## src/hdl/rwef_pkg.sv

```systemverilog
`timescale 1ns / 1ps
package rwef_pkg;

    localparam int HARM_W   = 6;
    localparam int RAD_W    = 8;
    localparam int COEFF_W  = 16;
    localparam int ENERGY_W = 32;
    localparam int TOTAL_W  = 38;
    localparam int HE_W     = 40;
    localparam int WE_W     = 46;
    localparam int FRAC_W   = 20;
    localparam int NUM_W    = 61;
    localparam int QUO_W    = 21;
    localparam int CNT_W    = 6;
    localparam int CFG_IDX_W  = 3;
    localparam int CFG_DATA_W = 9;

    localparam logic [FRAC_W-1:0] PPM_SCALE = 20'd1000000;

    localparam logic [1:0] MODE_LOAD  = 2'd0;
    localparam logic [1:0] MODE_QUERY = 2'd1;
    localparam logic [1:0] MODE_CLEAR = 2'd2;
    localparam logic [1:0] MODE_NOP   = 2'd3;

    localparam logic [1:0] ST_OK       = 2'd0;
    localparam logic [1:0] ST_BAD_HARM = 2'd1;
    localparam logic [1:0] ST_BAD_WIN  = 2'd2;
    localparam logic [1:0] ST_ZERO     = 2'd3;

    localparam logic [CFG_IDX_W-1:0] CFG_HARM_COUNT = 3'd0;
    localparam logic [CFG_IDX_W-1:0] CFG_SKIP_FIRST = 3'd1;
    localparam logic [CFG_IDX_W-1:0] CFG_FIRST_RAD  = 3'd2;
    localparam logic [CFG_IDX_W-1:0] CFG_LAST_RAD   = 3'd3;
    localparam logic [CFG_IDX_W-1:0] CFG_HOP        = 3'd4;
    localparam logic [CFG_IDX_W-1:0] CFG_LENGTH     = 3'd5;

    typedef enum logic [3:0] {
        S_IDLE,
        S_DECODE,
        S_LOAD_MUL,
        S_LOAD_WR,
        S_Q_RANGE,
        S_Q_WALK,
        S_Q_DRAIN,
        S_Q_ZCHK,
        S_Q_MUL,
        S_Q_DIV,
        S_DONE
    } t_state;

    typedef struct packed {
        logic             capture;
        logic             load_mul;
        logic             load_wr;
        logic             q_start;
        logic             q_range;
        logic             walk;
        logic             mul_init;
        logic             mul_step;
        logic             div_step;
        logic             set_status;
        logic [1:0]       status;
        logic             clear;
        logic             out_load;
        logic [CNT_W-1:0] idx;
    } t_cmd;

    typedef struct packed {
        logic [1:0] mode;
        logic       h_bad;
        logic       win_bad;
        logic       k_last;
        logic       we_zero;
        logic       out_free;
    } t_sts;

endpackage

```

## src/hdl/rwef_ctrl.sv

```systemverilog
`timescale 1ns / 1ps
module rwef_ctrl (
    input  logic           i_clk,
    input  logic           i_rst_n,
    input  logic           i_in_valid,
    output logic           o_in_ready,
    input  rwef_pkg::t_sts i_sts,
    output rwef_pkg::t_cmd o_cmd
);

    rwef_pkg::t_state r_state, n_state;
    logic [rwef_pkg::CNT_W-1:0] r_cnt, n_cnt;

    always_ff @(posedge i_clk) begin
        if (!i_rst_n) begin
            r_state <= rwef_pkg::S_IDLE;
            r_cnt   <= '0;
        end else begin
            r_state <= n_state;
            r_cnt   <= n_cnt;
        end
    end

    always_comb begin
        n_state = r_state;
        unique case (r_state)
            rwef_pkg::S_IDLE: begin
                if (i_in_valid) n_state = rwef_pkg::S_DECODE;
            end
            rwef_pkg::S_DECODE: begin
                unique case (i_sts.mode)
                    rwef_pkg::MODE_LOAD:
                        n_state = i_sts.h_bad ? rwef_pkg::S_IDLE : rwef_pkg::S_LOAD_MUL;
                    rwef_pkg::MODE_QUERY:
                        n_state = i_sts.h_bad ? rwef_pkg::S_DONE : rwef_pkg::S_Q_RANGE;
                    default: n_state = rwef_pkg::S_IDLE;
                endcase
            end
            rwef_pkg::S_LOAD_MUL: n_state = rwef_pkg::S_LOAD_WR;
            rwef_pkg::S_LOAD_WR:  n_state = rwef_pkg::S_IDLE;
            rwef_pkg::S_Q_RANGE:
                n_state = i_sts.win_bad ? rwef_pkg::S_DONE : rwef_pkg::S_Q_WALK;
            rwef_pkg::S_Q_WALK: begin
                if (i_sts.k_last) n_state = rwef_pkg::S_Q_DRAIN;
            end
            rwef_pkg::S_Q_DRAIN: n_state = rwef_pkg::S_Q_ZCHK;
            rwef_pkg::S_Q_ZCHK:
                n_state = i_sts.we_zero ? rwef_pkg::S_DONE : rwef_pkg::S_Q_MUL;
            rwef_pkg::S_Q_MUL: begin
                if (r_cnt == rwef_pkg::CNT_W'(rwef_pkg::FRAC_W - 1))
                    n_state = rwef_pkg::S_Q_DIV;
            end
            rwef_pkg::S_Q_DIV: begin
                if (r_cnt == rwef_pkg::CNT_W'(rwef_pkg::NUM_W - 1))
                    n_state = rwef_pkg::S_DONE;
            end
            rwef_pkg::S_DONE: begin
                if (i_sts.out_free) n_state = rwef_pkg::S_IDLE;
            end
            default: n_state = rwef_pkg::S_IDLE;
        endcase
    end

    always_comb begin
        n_cnt = (n_state != r_state) ? '0 : r_cnt + 1'b1;
    end

    always_comb begin
        o_cmd      = '0;
        o_cmd.idx  = r_cnt;
        o_in_ready = 1'b0;
        unique case (r_state)
            rwef_pkg::S_IDLE: begin
                o_in_ready    = 1'b1;
                o_cmd.capture = i_in_valid;
            end
            rwef_pkg::S_DECODE: begin
                if (i_sts.mode == rwef_pkg::MODE_QUERY) begin
                    o_cmd.q_start    = 1'b1;
                    o_cmd.set_status = i_sts.h_bad;
                    o_cmd.status     = rwef_pkg::ST_BAD_HARM;
                end
                o_cmd.clear = (i_sts.mode == rwef_pkg::MODE_CLEAR);
            end
            rwef_pkg::S_LOAD_MUL: o_cmd.load_mul = 1'b1;
            rwef_pkg::S_LOAD_WR:  o_cmd.load_wr  = 1'b1;
            rwef_pkg::S_Q_RANGE: begin
                o_cmd.q_range    = 1'b1;
                o_cmd.set_status = i_sts.win_bad;
                o_cmd.status     = rwef_pkg::ST_BAD_WIN;
            end
            rwef_pkg::S_Q_WALK: o_cmd.walk = 1'b1;
            rwef_pkg::S_Q_DRAIN: ;
            rwef_pkg::S_Q_ZCHK: begin
                o_cmd.mul_init   = 1'b1;
                o_cmd.set_status = 1'b1;
                o_cmd.status     = i_sts.we_zero ? rwef_pkg::ST_ZERO : rwef_pkg::ST_OK;
            end
            rwef_pkg::S_Q_MUL: o_cmd.mul_step = 1'b1;
            rwef_pkg::S_Q_DIV: o_cmd.div_step = 1'b1;
            rwef_pkg::S_DONE:  o_cmd.out_load = i_sts.out_free;
            default: ;
        endcase
    end

endmodule

```

## config.mk

```make
export PLATFORM = sky130hd
export DESIGN_NAME = rwef_ctrl
export DESIGN_NICKNAME = d
export VERILOG_FILES = /design/src/hdl/rwef_pkg.sv /design/src/hdl/rwef_ctrl.sv
export SDC_FILE = /design/constraint.sdc
export NUM_CORES = 1
export LEC_CHECK = 0
export ABC_AREA = 1
export BUFFER_PORTS_ARGS = -buffer_cell sky130_fd_sc_hd__buf_2
export CORE_MARGIN = 4
export CORE_UTILIZATION = 44
export DETAILED_ROUTE_END_ITERATION = 10
export HOLD_SLACK_MARGIN = 0.05
export PLACE_DENSITY = 0.75
export SKIP_LAST_GASP = 1
export SYNTH_ARGS = -nofsm -noshare
export SYNTH_HDL_FRONTEND = slang
export SYNTH_SLANG_ARGS = --single-unit
export TNS_END_PERCENT = 1
```

## constraint.sdc

```tcl
create_clock -name i_clk -period 1.85 [get_ports i_clk]
set_clock_uncertainty 0.15 [all_clocks]
set_input_delay 0.555 -clock i_clk [delete_from_list [all_inputs] [get_ports i_clk]]
set_output_delay 0.555 -clock i_clk [all_outputs]
set_load 0.01 [all_outputs]
```

==> impl_metrics.tcl, run 1 <==
set metrics [dict create \
    status "complete, but fails checks" \
    violations "negative setup slack" \
    synth_cells 122 \
    synth-seq-area-share_pct 27.4 \
    worstRegToRegCells 10 \
    endpoint_kind "primary output" \
    relSlewSlack_pct 86.6 \
    fillerInstances 138 \
    final-hold-violation-count 0 \
    hold_start "r_cnt[0]$_SDFF_PP0_" \
    critPathMaxFanout 6 \
    p_total_w 0.000639 \
    drt_iter0_markers 20 \
    dieArea_um2 2380 \
    fin_tns_setup_ns -0.570 \
    synth.distinct_cells 17 \
    setup_viol 11 \
    cp-start-kind "flip-flop" \
    fmaxAchievable_mhz 517 \
    syn_area_per_cell_um2 5.99 \
    htree_levels 1 \
    worstReg2RegStart "r_cnt[0]$_SDFF_PP0_" \
    r2r_end "r_cnt[0]$_SDFF_PP0_" \
    synth_warnings 0 \
    crit_required_ns 1.14 \
    worst_slack_ns -0.0846 \
    period_needed_ns 1.93 \
    synth_fp_nets 134 \
    core_um2 1540 \
    viasPerCell 5.07 \
    post-route-period-util_pct 105 \
    die_w_um 48.8 \
    drv_slew 0 \
    wirelength_mm 2.02 \
    grt_max_degree 7 \
    cts_hold_buf 0 \
    cts_tree "done" \
    rows 14 \
    wl_per_cell_um 11.2 \
    antenna_cells 0 \
    rsz0062_at_grt "yes" \
    tightest_slew_ns 0.201 \
    antenna_found_initial 0 \
    synthesis.area_um2 731 \
    cts.sink_count 10 \
    clkLatencyLatePin_ns 0.27 \
    area_growth_pct 49.3 \
    grt_pass1_vias 838 \
    vias 918 \
    leakagePower_nw 0.588 \
    regToRegSetupSlack_ns 0.18 \
    dr.pass1.iters 4 \
    critPathCapture "o_cmd[7]" \
    start_util_pct 47.4 \
    critPathKind "flip-flop to primary output" \
    die_h_um 48.8 \
    clk_pin_slew_ns 0.07 \
    ys_seq_elements 10 \
    ant_nets 0 \
    dpl.hpwl_mm 1.57 \
    ir_drop_v 0.000533 \
    cap_viol_max_count 0 \
    drive_gt1_share_pct 42.4 \
    overflow 0 \
    grt_util_all_layers_pct 17.1 \
    nNetsFinal 178 \
    grt_first_pass_wirelength_mm 3.40 \
    portBuffers 30 \
    clock_tree.root_cell "clkbuf_4" \
    finish.instance_area_um2 1090 \
    ioPinCount 31 \
    startpoint "r_state[0]$_SDFF_PN0_" \
    cp.arrival_ns 1.23 \
    drc_errors 0 \
    gp_congestion 0.835 \
    dpl_cell_area_um2 953 \
    cts_buffers 3 \
    clk_path_buf_depth 2 \
    whs_ns 0.368 \
    hold_path.class "flip-flop to flip-flop" \
    powerDensity_nw_per_um2 585 \
]
timing repair:
item / in CTS / in global routing
pin swaps: 3 / 1
gates resized for setup: 25 / 5
buffers inserted: 1 / 1
setup endpoints to repair: 15 / 19
critical path, stage by stage (launching register included):
cell and delay, ns:
dfxtp_4 0.41, inv_4 0.05, nor2_4 0.12, nand2_4 0.10
nor3_2 0.13, buf_2 0.16
logic make-up after synthesis:
kind of cell	synth area share (%)
XOR/XNOR	4.80
adder cells (fa/ha/maj)	3.42
AO/OA/AOI/OAI	7.19
AND/OR/NAND/NOR	45.4
buffers and inverters	11.8
flip-flops	27.4
Yosys cell counts:
cell type / n / area (um^2)
nand2_2: 2 / 12.5
nor3_1: 11 / 55.1
dfxtp_1: 10 / 200
nand3_2: 2 / 20.0
inv_1: 22 / 82.6
ha_1: 2 / 25.0
nor2_1: 20 / 75.1
o21ai_0: 3 / 15.0
nand3_1: 10 / 50.1
o211ai_1: 1 / 7.51
inv_2: 1 / 3.75
nand3b_1: 1 / 7.51
a21oi_1: 6 / 30.0
nor2_2: 4 / 25.0
xor2_1: 3 / 26.3
xnor2_1: 1 / 8.76
nand2_1: 23 / 86.3
how the worst min path moves through the flow:
stage / endpoint / slack, ns / depth (start not counted)
6_report: r_cnt[0]$_SDFF_PP0_ / 0.37 / 1
4_1_cts: r_cnt[0]$_SDFF_PP0_ / 0.37 / 1
3_5_place_dp: r_cnt[0]$_SDFF_PP0_ / 0.36 / 1
2_1_floorplan: r_cnt[0]$_SDFF_PP0_ / 0.38 / 1
5_1_grt: r_cnt[0]$_SDFF_PP0_ / 0.42 / 1
3_3_place_gp: r_cnt[0]$_SDFF_PP0_ / 0.34 / 1
where the power goes:
part / switching [W] / total [W] / leakage [nW] / internal (W)
Combinational: 0.000112 / 0.000193 / 0.483 / 0.0000813
Clock: 0.0000769 / 0.000196 / 0.0210 / 0.000120
Sequential: 0.0000214 / 0.000249 / 0.0836 / 0.000228
Total: 0.000210 / 0.000639 / 0.588 / 0.000429
area by class of cell:
| type | instances | area, um^2 | share of cell area [%] |
|---|---|---|---|
| Inverter | 23 | 91.3 | 8.37 |
| Clock buffer | 4 | 36.3 | 3.33 |
| Multi-Input combinational cell | 89 | 515 | 47.2 |
| Timing Repair Buffer | 39 | 218 | 20.0 |
| Sequential cell | 10 | 210 | 19.3 |
| Tap cell | 16 | 20.0 | 1.83 |
registers in the layout (all words and copies together) (netlist names):
signal / flops
r_cnt: 6
r_state: 4
metrics by stage:
stage,util (%),setup slack (ns),instances
3_5_place_dp,61.9,-0.0985,175
3_3_place_gp,61.9,-0.0687,175
2_1_floorplan,-,0.0509,122
6_report,70.8,-0.0846,181
5_1_grt,70.8,-0.180,181
4_1_cts,69.2,-0.0799,180
cell usage in the layout (no fill, tap or decap), drive strengths merged:
cell	count
buf	39
xnor2	1
clkbuf	4
dfxtp	10
o21ai	3
nand3	12
nor3	11
ha	2
o211ai	1
nand3b	1
xor2	3
nor2	24
nand2	25
a21oi	6
inv	23
metal layers:
metal	wire length, um	track usage [%]	vias up
met1	802	22.0	409
met4	0	2.24	0
li1	-	-	472
met5	0	0	-
met3	180	5.52	0
met2	1040	28.5	37
(Power assumes the default switching activity.)
==> run 2: changes to the inputs <==
--- a/config.mk
+++ b/config.mk
@@ -13,2 +13,3 @@
 export HOLD_SLACK_MARGIN = 0.05
+export MAX_ROUTING_LAYER = met4
 export PLACE_DENSITY = 0.75
--- a/constraint.sdc
+++ b/constraint.sdc
@@ -4,2 +4,2 @@
 set_output_delay 0.555 -clock i_clk [all_outputs]
-set_load 0.01 [all_outputs]
+set_load 0.05 [all_outputs]
==> run 2 against run 1 <==
The flow still finishes with violations (negative setup slack). Final cell count up 7.7%. Register-to-register slack got worse by 0.09 ns. Count of clock-buffer cells in the layout unchanged. Worst setup slack got worse by 0.10 ns. Sequential power down 2%. Critical path type unchanged. Critical endpoint is now o_cmd[9].
==> impl_metrics.tcl, run 2 (same netlist as run 1, synthesis figures left out) <==
set metrics [dict create \
    hold_depth 1 \
    antenna_found_initial 0 \
    cts_buffers 3 \
    post_cts_buffers 0 \
    hold_start "r_cnt[0]$_SDFF_PP0_" \
    crit_required_ns 1.14 \
    holdPathEnd "r_cnt[0]$_SDFF_PP0_" \
    clock_tree.root_cell "clkbuf_4" \
    final_core_util_pct 82.9 \
    dr.pass1.iters 4 \
    grt_use_met1_pct 23.0 \
    gr-max-usage-layer "met2" \
    dpl_cell_area_um2 1120 \
    critPathKind "flip-flop to primary output" \
    rsz0062_at_grt "yes" \
    wl_per_cell_um 11.7 \
    grt_use_met3_pct 6.13 \
    period_needed_ns 2.04 \
    drive_gt1_share_pct 49.7 \
    cts_hold_buf 0 \
    whs_ns 0.369 \
    cts.sink_count 10 \
    violations "negative setup slack" \
    worstRegToRegCells 11 \
    worst_slack_ns -0.188 \
    register_area_um2 210 \
    viasPerCell 5.14 \
    setup_viol 14 \
    mostFrequentLayoutCell "buf_4" \
    portBuffers 30 \
    clk_pin_slew_ns 0.06 \
    grt_util_all_layers_pct 20.1 \
    crit_buf_inv 3 \
    hold_path.class "flip-flop to flip-flop" \
    ioPinCount 31 \
    grt_pass1_vias 989 \
    ant_nets 0 \
    regToRegSetupSlack_ns 0.09 \
    drv_slew 0 \
    cp-start-kind "flip-flop" \
    dieArea_um2 2380 \
    drt_iter0_markers 19 \
    top_register "r_cnt" \
    ir_drop_v 0.000658 \
    gp_congestion 0.858 \
    finish.instance_area_um2 1280 \
    core_um2 1540 \
    clkLatencyLatePin_ns 0.26 \
    status "complete, but fails checks" \
    final_cell_mix "buf_4, inv_1, nand2_1" \
    dpl.hpwl_mm 1.82 \
    cp.arrival_ns 1.33 \
    htree_levels 1 \
    critical_path.slowest_cell "dfxtp_4" \
    path_delay_family "buffers and inverters" \
    critical-path-max-stage-delay_ns 0.37 \
    wirelength_mm 2.28 \
    tightest_slew_ns 0.255 \
    rows 14 \
    post-route-period-util_pct 110 \
    fillerInstances 102 \
    start_util_pct 47.4 \
    die_h_um 48.8 \
    vias 1002 \
    grt_max_degree 7 \
    worstPathCellList "buf_4, inv_2, nand2_2, o21ai_2, buf_6" \
    worstReg2RegStart "r_state[1]$_SDFF_PN0_" \
    relSlewSlack_pct 83.1 \
    area_growth_pct 74.8 \
    nNetsFinal 192 \
    powerDensity_nw_per_um2 575 \
    leakagePower_nw 0.653 \
    multi_input_area_um2 528 \
    fmaxAchievable_mhz 491 \
    cts_tree "done" \
    final-hold-violation-count 0 \
    fin_tns_setup_ns -1.93 \
    r2r_end "r_cnt[5]$_SDFF_PP0_" \
    p_total_w 0.000734 \
    die_w_um 48.8 \
    antenna_cells 0 \
    drc_errors 0 \
    overflow 0 \
    endpoint_kind "primary output" \
    critPathMaxFanout 4 \
    cap_viol_max_count 0 \
    grt_first_pass_wirelength_mm 3.86 \
    largest_reg_flops 6 \
    clk_path_buf_depth 2 \
    top_regs "r_cnt: 6 flops, r_state: 4 flops" \
    grt_util_met2_pct 34.8 \
]
-- run 2: metrics by stage --
| step | setup WS [ns] | std cells |
|---|---|---|
| after floorplan | -0.199 | 122 |
| after global placement | -0.231 | 191 |
| after detailed placement | -0.264 | 191 |
| after CTS | -0.172 | 195 |
| after global routing | -0.259 | 195 |
| final | -0.188 | 195 |
-- run 2: cell type report --
| cell class | count | area share [%] |
|---|---|---|
| multi-input combinational | 89 | 41.3 |
| tap | 16 | 1.57 |
| clock buffer | 4 | 2.84 |
| timing repair buffer | 53 | 30.8 |
| sequential | 10 | 16.5 |
| inverter | 23 | 7.05 |
-- run 2: what timing repair did --
| item | CTS | global route |
|---|---|---|
| setup endpoints to repair | 15 | 21 |
| gates resized for setup | 36 | 6 |
| pin swaps | 2 | 2 |
| hold endpoints to repair | 0 | 0 |
-- run 2: metal layers --
layer  vias to the layer above  part of all wire [%]
met5                         -                     0
met4                         0                   1.5
met3                         6                   5.8
met2                        30                    51
met1                       467                    42
li1                        499                     -
-- run 2: worst max path at each step --
stage | start | endpoint | slack (ns) | cells after the start
floorplan | i_sts[6] | o_cmd[10] | -0.20 | 7
global route | i_sts[6] | o_cmd[10] | -0.26 | 9
finish | r_state[1]$_SDFF_PN0_ | o_cmd[9] | -0.19 | 5
detailed placement | i_sts[6] | o_cmd[10] | -0.26 | 9
CTS | r_state[0]$_SDFF_PN0_ | o_cmd[10] | -0.17 | 6
global placement | i_sts[6] | o_cmd[10] | -0.23 | 9
-- run 2: worst reg2reg max path: stages, from the launching register on --
cell,delay [ns]
dfxtp_4,0.37
buf_4,0.15
inv_2,0.09
nor2_2,0.05
buf_4,0.13
nand2_1,0.07
nand2_1,0.05
nor2_1,0.19
nand2_1,0.08
nand2_1,0.08
nand3_2,0.12
nor3_1,0.16
-- run 2: where the power goes --
group          switching, W  internal (W)
Clock             0.0000725      0.000119
Combinational      0.000189      0.000109
Sequential        0.0000167      0.000228
Total              0.000278      0.000456
